--- src/sv/ntcf_pkg.sv ---
// shared types and constants for the nearest target cooldown finder
`timescale 1ns / 1ps

package ntcf_pkg;

  // slot table size and derived widths
  localparam int SLOT_COUNT = 64;
  localparam int SLOT_W     = (SLOT_COUNT > 1) ? $clog2(SLOT_COUNT) : 1;
  localparam int IDX_W      = 6;
  localparam int COORD_W    = 16;
  localparam int TIME_W     = 16;
  localparam int DIFF_W     = 16;
  localparam int SQ_W       = 2 * DIFF_W;
  localparam int DIST_W     = SQ_W + 1;
  localparam int POS_W      = 2 * COORD_W;

  // item kinds
  localparam logic KIND_WRITE = 1'b0;
  localparam logic KIND_TICK  = 1'b1;

  // cooldown after reset
  localparam logic [TIME_W-1:0] COOLDOWN_RESET = 16'd1000;

  typedef logic [SLOT_W-1:0]         slot_t;
  typedef logic [IDX_W-1:0]          tidx_t;
  typedef logic signed [COORD_W-1:0] coord_t;
  typedef logic [POS_W-1:0]          pos_t;
  typedef logic [DIST_W-1:0]         dist_t;

  // status of the scan unit towards the control
  typedef struct packed {
    logic   done;
    logic   found;
    slot_t  idx;
    coord_t x;
    coord_t y;
  } scan_stat_t;

  // one result item
  typedef struct packed {
    logic   fire;
    tidx_t  target_index;
    coord_t target_x;
    coord_t target_y;
  } result_t;

endpackage

--- src/sv/nearest_target_cooldown_finder_unit.sv ---
// top level: slot table, shot timer, search control and result register
//
//  channel | ports                                         | dir | transfer when
//  --------+-----------------------------------------------+-----+---------------------
//  in      | in_valid in_stall in_kind in_slot_* in_player_* | in  | in_valid & !in_stall
//          | in_elapsed                                    |     |
//  out     | out_valid out_stall out_fire out_target_*     | out | out_valid & !out_stall
//  cfg     | cfg_valid cfg_ready cfg_cooldown              | in  | cfg_valid & cfg_ready
//
// a write item or a tick without search passes the result stage into the output register;
// a searching tick reads one slot per cycle from the position memory, and its result goes
// the same way once the last slot has left the scan pipeline; in both cases the next input
// is taken once the sequencer is back in idle
// reset clears the active flags and the timer and loads the cooldown with 1000, no sweep
// while the output is stalled one more item is taken and waits in the result stage
`timescale 1ns / 1ps

module nearest_target_cooldown_finder_unit (
  input  logic                 clk,
  input  logic                 rst_n,
  input  logic                 in_valid,
  output logic                 in_stall,
  input  logic                 in_kind,
  input  logic [5:0]           in_slot_index,
  input  logic                 in_slot_active,
  input  logic signed [15:0]   in_slot_x,
  input  logic signed [15:0]   in_slot_y,
  input  logic signed [15:0]   in_player_x,
  input  logic signed [15:0]   in_player_y,
  input  logic [15:0]          in_elapsed,
  output logic                 out_valid,
  input  logic                 out_stall,
  output logic                 out_fire,
  output logic [5:0]           out_target_index,
  output logic signed [15:0]   out_target_x,
  output logic signed [15:0]   out_target_y,
  input  logic                 cfg_valid,
  output logic                 cfg_ready,
  input  logic [15:0]          cfg_cooldown
);

  localparam logic [1:0] ST_IDLE = 2'd0;
  localparam logic [1:0] ST_SCAN = 2'd1;
  localparam logic [1:0] ST_DONE = 2'd2;

  logic [1:0]                     state_r;
  logic [1:0]                     state_nxt;
  logic [ntcf_pkg::TIME_W-1:0]    timer_r;
  logic [ntcf_pkg::TIME_W-1:0]    timer_nxt;
  logic [ntcf_pkg::TIME_W-1:0]    cooldown_r;
  logic [ntcf_pkg::SLOT_COUNT-1:0] active_r;
  ntcf_pkg::result_t              res_r;
  ntcf_pkg::result_t              out_res_r;
  logic                           out_valid_r;

  logic                           in_acc;
  logic                           out_free;
  logic [ntcf_pkg::TIME_W:0]      timer_sum;
  logic [ntcf_pkg::TIME_W-1:0]    timer_sat;
  logic                           do_search;
  logic                           scan_start;
  logic                           slot_ok;
  logic                           slot_we;
  ntcf_pkg::slot_t                slot_addr;
  ntcf_pkg::slot_t                rd_addr;
  ntcf_pkg::pos_t                 rd_data;
  ntcf_pkg::scan_stat_t           scan_st;
  ntcf_pkg::result_t              scan_res;

  // handshakes
  assign in_stall  = (state_r != ST_IDLE);
  assign in_acc    = in_valid && !in_stall;
  assign out_free  = !out_valid_r || !out_stall;
  assign cfg_ready = 1'b1;

  // saturating timer add and search decision
  assign timer_sum  = {1'b0, timer_r} + {1'b0, in_elapsed};
  assign timer_sat  = timer_sum[ntcf_pkg::TIME_W] ? '1 : timer_sum[ntcf_pkg::TIME_W-1:0];
  assign do_search  = (timer_sat >= cooldown_r);
  assign scan_start = in_acc && (in_kind == ntcf_pkg::KIND_TICK) && do_search;

  // slot write decode
  assign slot_ok   = (32'(in_slot_index) < ntcf_pkg::SLOT_COUNT);
  assign slot_we   = in_acc && (in_kind == ntcf_pkg::KIND_WRITE) && slot_ok;
  assign slot_addr = ntcf_pkg::slot_t'(in_slot_index);

  // position memory, x in the upper half
  ntcf_ram #(
    .WIDTH (ntcf_pkg::POS_W),
    .DEPTH (ntcf_pkg::SLOT_COUNT)
  ) u_pos_ram (
    .clk   (clk),
    .we    (slot_we),
    .waddr (slot_addr),
    .wdata ({in_slot_x, in_slot_y}),
    .raddr (rd_addr),
    .rdata (rd_data)
  );

  ntcf_scan u_scan (
    .clk      (clk),
    .rst_n    (rst_n),
    .start    (scan_start),
    .player_x (in_player_x),
    .player_y (in_player_y),
    .active   (active_r),
    .rd_addr  (rd_addr),
    .rd_data  (rd_data),
    .stat     (scan_st)
  );

  // active flags
  always_ff @(posedge clk) begin
    if (!rst_n) begin
      active_r <= '0;
    end else if (slot_we) begin
      active_r[slot_addr] <= in_slot_active;
    end
  end

  // cooldown register
  always_ff @(posedge clk) begin
    if (!rst_n) begin
      cooldown_r <= ntcf_pkg::COOLDOWN_RESET;
    end else if (cfg_valid && cfg_ready) begin
      cooldown_r <= cfg_cooldown;
    end
  end

  // scan result, zero when nothing was found
  always_comb begin
    scan_res = '0;
    if (scan_st.found) begin
      scan_res.fire         = 1'b1;
      scan_res.target_index = ntcf_pkg::tidx_t'(scan_st.idx);
      scan_res.target_x     = scan_st.x;
      scan_res.target_y     = scan_st.y;
    end
  end

  // control sequencer and timer
  always_comb begin
    state_nxt = state_r;
    timer_nxt = timer_r;
    unique case (state_r)
      ST_IDLE: begin
        if (in_acc) begin
          if (in_kind == ntcf_pkg::KIND_TICK) begin
            timer_nxt = timer_sat;
          end
          state_nxt = scan_start ? ST_SCAN : ST_DONE;
        end
      end
      ST_SCAN: begin
        if (scan_st.done) begin
          if (scan_st.found) begin
            timer_nxt = '0;
          end
          state_nxt = ST_DONE;
        end
      end
      ST_DONE: begin
        if (out_free) begin
          state_nxt = ST_IDLE;
        end
      end
      default: begin
        state_nxt = ST_IDLE;
      end
    endcase
  end

  always_ff @(posedge clk) begin
    if (!rst_n) begin
      state_r <= ST_IDLE;
      timer_r <= '0;
    end else begin
      state_r <= state_nxt;
      timer_r <= timer_nxt;
    end
  end

  // result stage
  always_ff @(posedge clk) begin
    if (state_r == ST_IDLE && in_acc) begin
      res_r <= '0;
    end else if (state_r == ST_SCAN && scan_st.done) begin
      res_r <= scan_res;
    end
  end

  // output register
  always_ff @(posedge clk) begin
    if (!rst_n) begin
      out_valid_r <= 1'b0;
    end else if (state_r == ST_DONE && out_free) begin
      out_valid_r <= 1'b1;
    end else if (!out_stall) begin
      out_valid_r <= 1'b0;
    end
  end

  always_ff @(posedge clk) begin
    if (state_r == ST_DONE && out_free) begin
      out_res_r <= res_r;
    end
  end

  assign out_valid        = out_valid_r;
  assign out_fire         = out_res_r.fire;
  assign out_target_index = out_res_r.target_index;
  assign out_target_x     = out_res_r.target_x;
  assign out_target_y     = out_res_r.target_y;

  // scan completion only while the sequencer waits for it
  a_done_in_scan: assert property (@(posedge clk) disable iff (!rst_n)
    scan_st.done |-> (state_r == ST_SCAN))
    else $error("scan finished outside of a search");

  // a fired search leaves the timer cleared
  a_fire_clears_timer: assert property (@(posedge clk) disable iff (!rst_n)
    (state_r == ST_SCAN && scan_st.done && scan_st.found) |=> (timer_r == '0))
    else $error("timer not cleared after fire");

  // a search only ends in the result stage
  a_scan_exit: assert property (@(posedge clk) disable iff (!rst_n)
    (state_r == ST_SCAN) |=> (state_r == ST_SCAN || state_r == ST_DONE))
    else $error("search left to an unexpected state");

endmodule

--- src/sv/ntcf_ram.sv ---
// generic single write port ram with registered read
`timescale 1ns / 1ps

module ntcf_ram #(
  parameter int WIDTH = 32,
  parameter int DEPTH = 64
) (
  input  logic                                        clk,
  input  logic                                        we,
  input  logic [((DEPTH > 1) ? $clog2(DEPTH) : 1)-1:0] waddr,
  input  logic [WIDTH-1:0]                            wdata,
  input  logic [((DEPTH > 1) ? $clog2(DEPTH) : 1)-1:0] raddr,
  output logic [WIDTH-1:0]                            rdata
);

  logic [WIDTH-1:0] mem_r [DEPTH];
  logic [WIDTH-1:0] rdata_r;

  // write port
  always_ff @(posedge clk) begin
    if (we) begin
      mem_r[waddr] <= wdata;
    end
  end

  // registered read port
  always_ff @(posedge clk) begin
    rdata_r <= mem_r[raddr];
  end

  assign rdata = rdata_r;

endmodule

--- src/sv/ntcf_scan.sv ---
// scan unit: walks the position memory and keeps the nearest active slot
`timescale 1ns / 1ps

module ntcf_scan (
  input  logic                               clk,
  input  logic                               rst_n,
  input  logic                               start,
  input  ntcf_pkg::coord_t                   player_x,
  input  ntcf_pkg::coord_t                   player_y,
  input  logic [ntcf_pkg::SLOT_COUNT-1:0]    active,
  output ntcf_pkg::slot_t                    rd_addr,
  input  ntcf_pkg::pos_t                     rd_data,
  output ntcf_pkg::scan_stat_t               stat
);

  // address issue
  logic              issue_r;
  ntcf_pkg::slot_t   cnt_r;
  ntcf_pkg::coord_t  px_r;
  ntcf_pkg::coord_t  py_r;
  logic              last_issue;

  // stage 1: memory read in flight
  logic              s1_valid_r;
  logic              s1_last_r;
  logic              s1_act_r;
  ntcf_pkg::slot_t   s1_idx_r;

  // stage 2: absolute differences
  logic                        s2_valid_r;
  logic                        s2_last_r;
  logic                        s2_act_r;
  ntcf_pkg::slot_t             s2_idx_r;
  ntcf_pkg::coord_t            s2_x_r;
  ntcf_pkg::coord_t            s2_y_r;
  logic [ntcf_pkg::DIFF_W-1:0] s2_dx_r;
  logic [ntcf_pkg::DIFF_W-1:0] s2_dy_r;

  // stage 3: squares
  logic                      s3_valid_r;
  logic                      s3_last_r;
  logic                      s3_act_r;
  ntcf_pkg::slot_t           s3_idx_r;
  ntcf_pkg::coord_t          s3_x_r;
  ntcf_pkg::coord_t          s3_y_r;
  logic [ntcf_pkg::SQ_W-1:0] s3_sqx_r;
  logic [ntcf_pkg::SQ_W-1:0] s3_sqy_r;

  // best so far
  logic              best_found_r;
  ntcf_pkg::dist_t   best_dist_r;
  ntcf_pkg::slot_t   best_idx_r;
  ntcf_pkg::coord_t  best_x_r;
  ntcf_pkg::coord_t  best_y_r;
  logic              done_r;

  logic signed [ntcf_pkg::COORD_W:0] diff_x;
  logic signed [ntcf_pkg::COORD_W:0] diff_y;
  logic [ntcf_pkg::COORD_W:0]        abs_x;
  logic [ntcf_pkg::COORD_W:0]        abs_y;
  ntcf_pkg::coord_t                  mem_x;
  ntcf_pkg::coord_t                  mem_y;
  ntcf_pkg::dist_t                   sq_dist;
  logic                              take;

  assign last_issue = (cnt_r == ntcf_pkg::slot_t'(ntcf_pkg::SLOT_COUNT - 1));
  assign rd_addr    = cnt_r;

  // issue control
  always_ff @(posedge clk) begin
    if (!rst_n) begin
      issue_r <= 1'b0;
      cnt_r   <= '0;
    end else if (start) begin
      issue_r <= 1'b1;
      cnt_r   <= '0;
    end else if (issue_r) begin
      issue_r <= !last_issue;
      cnt_r   <= last_issue ? '0 : cnt_r + 1'b1;
    end
  end

  // player position held for the whole scan
  always_ff @(posedge clk) begin
    if (start) begin
      px_r <= player_x;
      py_r <= player_y;
    end
  end

  // pipeline valid flags
  always_ff @(posedge clk) begin
    if (!rst_n) begin
      s1_valid_r <= 1'b0;
      s2_valid_r <= 1'b0;
      s3_valid_r <= 1'b0;
    end else begin
      s1_valid_r <= issue_r;
      s2_valid_r <= s1_valid_r;
      s3_valid_r <= s2_valid_r;
    end
  end

  // absolute differences against the player, 17 bit signed then magnitude
  assign mem_x  = rd_data[ntcf_pkg::POS_W-1:ntcf_pkg::COORD_W];
  assign mem_y  = rd_data[ntcf_pkg::COORD_W-1:0];
  assign diff_x = {mem_x[ntcf_pkg::COORD_W-1], mem_x} - {px_r[ntcf_pkg::COORD_W-1], px_r};
  assign diff_y = {mem_y[ntcf_pkg::COORD_W-1], mem_y} - {py_r[ntcf_pkg::COORD_W-1], py_r};
  assign abs_x  = diff_x[ntcf_pkg::COORD_W] ? -diff_x : diff_x;
  assign abs_y  = diff_y[ntcf_pkg::COORD_W] ? -diff_y : diff_y;

  // pipeline payload
  always_ff @(posedge clk) begin
    s1_last_r <= last_issue;
    s1_act_r  <= active[cnt_r];
    s1_idx_r  <= cnt_r;

    s2_last_r <= s1_last_r;
    s2_act_r  <= s1_act_r;
    s2_idx_r  <= s1_idx_r;
    s2_x_r    <= mem_x;
    s2_y_r    <= mem_y;
    s2_dx_r   <= abs_x[ntcf_pkg::DIFF_W-1:0];
    s2_dy_r   <= abs_y[ntcf_pkg::DIFF_W-1:0];

    s3_last_r <= s2_last_r;
    s3_act_r  <= s2_act_r;
    s3_idx_r  <= s2_idx_r;
    s3_x_r    <= s2_x_r;
    s3_y_r    <= s2_y_r;
    s3_sqx_r  <= s2_dx_r * s2_dx_r;
    s3_sqy_r  <= s2_dy_r * s2_dy_r;
  end

  // distance and compare, strict less keeps the lowest index on a tie
  assign sq_dist = {1'b0, s3_sqx_r} + {1'b0, s3_sqy_r};
  assign take = s3_valid_r && s3_act_r && (!best_found_r || (sq_dist < best_dist_r));

  always_ff @(posedge clk) begin
    if (!rst_n) begin
      best_found_r <= 1'b0;
      done_r       <= 1'b0;
    end else begin
      done_r <= s3_valid_r && s3_last_r;
      if (start) begin
        best_found_r <= 1'b0;
      end else if (take) begin
        best_found_r <= 1'b1;
      end
    end
  end

  always_ff @(posedge clk) begin
    if (take) begin
      best_dist_r <= sq_dist;
      best_idx_r  <= s3_idx_r;
      best_x_r    <= s3_x_r;
      best_y_r    <= s3_y_r;
    end
  end

  assign stat.done  = done_r;
  assign stat.found = best_found_r;
  assign stat.idx   = best_idx_r;
  assign stat.x     = best_x_r;
  assign stat.y     = best_y_r;

endmodule

--- config.mk ---
export PLATFORM = sky130hd
export DESIGN_NAME = nearest_target_cooldown_finder_unit
export DESIGN_NICKNAME = d
export VERILOG_FILES = /design/src/sv/ntcf_pkg.sv /design/src/sv/nearest_target_cooldown_finder_unit.sv /design/src/sv/ntcf_ram.sv /design/src/sv/ntcf_scan.sv
export SDC_FILE = /design/constraint.sdc
export NUM_CORES = 2
export LEC_CHECK = 0
export ABC_AREA = 1
export BUFFER_PORTS_ARGS = -buffer_cell sky130_fd_sc_hd__buf_4
export CORE_MARGIN = 5
export CORE_UTILIZATION = 35
export DETAILED_ROUTE_END_ITERATION = 12
export PLACE_DENSITY_LB_ADDON = 0.08
export SYNTH_ARGS = -nofsm -noshare
export SYNTH_HDL_FRONTEND = slang
export SYNTH_SLANG_ARGS = --single-unit
--- constraint.sdc ---
create_clock -name clk -period 7.7 [get_ports clk]
set_input_delay 0.385 -clock clk [delete_from_list [all_inputs] [get_ports clk]]
set_output_delay 0.385 -clock clk [all_outputs]
set_load 0.05 [all_outputs]
==> run metrics <==
status=completed; # clock sinks=2554; synthesized area=about 120000 um2; io pins=between 150 and 200; crit path kind=reg2reg; minimum clock period=6.171 ns; remaining global-route overflow=0; worst r2r dst=u_scan.s3_sqy_r[24]; drt wl/cell=between 20 and 25 um; Worst slew margin=a little over an eighth; crit path capture type=register; Area Growth Syn to Fin=13.73%; Startpoint Class=register; Die X-Extent=between 500 and 600 um; Via Count=76490; Initial Utilization=35.08%; hold endpoint=u_pos_ram.mem_r[42][28]; pre-CTS WS=1.492 ns; drt pass-1 iters=6; post-synth top area cell=edfxtp_1; RSZ-0062 raised after global routing=no; final worst slack=1.529 ns; CP peak stage delay=about 0.60 ns; total track usage=19.87%; Die Height=584.9 um; register area share after synthesis=63.15%; First DRT Iteration DRCs=5669; R2R depth=23; Crit Reg-Reg Startpoint=u_scan.s2_dy_r[2]; Crit path required time=approximately 8.5 ns; DRT Wirelength=347000 um; vias per cell=5.137; initial antenna violation count=19; worst hold path startpoint=in_slot_x[12]; measured slew at the worst slew-check pin=1.297 ns; number of cells in the design after placement=14270; Max Freq=0.1620 GHz; endpoints failing hold=0; CP max stage cell=dfxtp_1; Clk Latency, worst-skew pair=roughly 0.90 ns; first-pass GRT wire length=512500 um; Hold Path Class=in2reg; CTS tree=yes; Sum Neg Setup Slack=0 ns; final worst path period share=roughly four fifths; Yosys reg bits=2554; Final Util=39.90%; vias in the first global route=76370; Final #Nets=11060; DRC=0; crit path cell chain=nand2_1 > inv_1 > fa_1 > inv_1 > fa_1 > inv_1 > fa_1 > inv_1 > fa_1 > inv_1 > fa_1 > inv_1 > fa_1 > inv_1 > ha_1 > nand2_1 > nor2_1 > inv_1 > o21ai_0 > a21boi_0 > nor2_1 > nor2_1 > xnor2_1; Max Cap Viol=0; share of layout cells above drive strength 1=around 7.3%; Multi-input gate area=around 37000 um2; DIE AREA=342100 um2; sequential cell area=73070 um2; root buf cell=clkbuf_16; Clock transition at path regs=0.06 ns; Netlist cell types=55; post-route insts no fill=14890; CTS Buf Count=288; top cell type's share of synthesized area=between 50% and 60%; Detail Placement HPWL=around 200000 um; largest net degree at the start of global routing=183; Slew Viols, Final=0; count leader, synth=edfxtp_1; number of flops mapped to enable cells by yosys=2190; FFs w/ async S/R, synth=0%; Top FF cell, synth=edfxtp_1; Hold Path Stages=1; post-route antenna net violation count=0; synth top area cells=edfxtp_1 57%, dfxtp_1 6.3%, o21ai_0 5.8%; most frequent cells after synthesis=2190 x edfxtp_1, 1491 x nor2_1, 1343 x o21ai_0; PortBufs=around 150; Row Count=roughly 210; syn nets=10960; Worst Path Arrival=6.92 ns; Core Footprint=329700 um2; Reg2Reg Setup Slack=1.53 ns; clk_skew=0.04576 ns; number of setup violations in the final report=0; crit-path most repeated cell=inv_1; YS warnings=0; Max clock buf depth=4; H-tree lvl count=5; syn_area_per_cell=11.35 um2; cell count after synthesis=10190; RePlAce Congestion=between 0.8 and 0.9; Fillers=31550; CP Max Fanout=18
==> flip-flops by register name, summed over array words and instances (netlist names), 31 cells and up <==
name,flops
u_scan.s3_sqy_r,31
u_pos_ram.rdata,32
u_pos_ram.mem_r,2048
u_scan.s3_sqx_r,31
u_scan.best_dist_r,33
res_r,39
active_r,64
==> cells by family after synthesis <==
| family | synth area share [%] |
|---|---|
| xor+xnor | 0.9843 |
| other cells | 0.003242 |
| compound gates | 11.64 |
| buf+inv | 5.056 |
| flops | 63.15 |
| fa+ha+maj | 9.257 |
| simple gates | 9.907 |
==> final cells by class <==
| class | count | share of cell area [%] |
|---|---|---|
| Antenna cell | 5 | 0.009511 |
| Clock buffer | 370 | 5.991 |
| Clock inverter | 142 | 0.8636 |
| Inverter | 904 | 2.609 |
| Multi-Input combinational cell | 6175 | 28.35 |
| Sequential cell | 2554 | 55.54 |
| Tap cell | 4366 | 4.152 |
| Timing Repair Buffer | 372 | 2.480 |
==> through the flow <==
step	hold WS, ns	cell area [um2]
floorplan	0.3096	115700
detailed placement	0.3121	121500
finish	0.03793	131600
global placement	0.3117	121500
global route	0.04134	131500
CTS	0.009138	131500
==> how the worst max path moves through the flow <==
stage / from / end / slack (ns) / cells past startpoint
finish: u_scan.s2_dy_r[2] / u_scan.s3_sqy_r[24] / 1.53 / 23
global route: u_scan.s2_dy_r[7] / u_scan.s3_sqy_r[24] / 1.10 / 22
CTS: u_scan.s2_dy_r[8] / u_scan.s3_sqy_r[24] / 1.49 / 23
detailed placement: u_scan.s2_dy_r[8] / u_scan.s3_sqy_r[24] / 1.49 / 23
global placement: u_scan.s2_dy_r[8] / u_scan.s3_sqy_r[24] / 1.43 / 23
floorplan: u_scan.s3_sqy_r[2] / u_scan.best_dist_r[0] / 0.87 / 24
==> placed cells by master (no fill, tap or decap), types with 301 or more instances in the layout <==
cell type / Yosys / layout
edfxtp_1: 2190 / 2190
nor2_1: 1491 / 1424
o21ai_0: 1343 / 1343
nand2_1: 1151 / 1151
inv_1: 895 / 893
o22ai_1: 596 / 596
dfxtp_1: 364 / 358
ha_1: 331 / 331
fa_1: 328 / 328
clkbuf_16: 0 / 301
==> worst max-delay path, delay by kind of cell (launching register included) <==
family / cells / cell delay, ns
xor gates and xnor gates: 1 / 0.13
AOI/OAI and AO/OA: 2 / 0.82
DFF: 1 / 0.60
buffers and inverters: 8 / 0.42
and+or+nand+nor: 5 / 0.71
adders and majority gates: 7 / 3.36
==> repair_timing <==
item	4_1_cts	5_1_grt
buffers inserted	0	0
hold buffers	98	0
gates resized for setup	0	0
hold endpoints to repair	594	0
==> metal layers <==
| layer | GRT usage (%) | share of wire (%) | routed length (um) |
|---|---|---|---|
| met3 | 2.336 | 4.6 | 15970 |
| met2 | 33.97 | 49 | 168400 |
| met5 | 0 | 0.0049 | 17 |
| met1 | 27.30 | 45 | 155800 |
| met4 | 4.222 | 2.0 | 6816 |
Power is left out: the tool's default activity adds up to more than one toggle a clock period on the data nets, which glitch-free logic cannot reach.
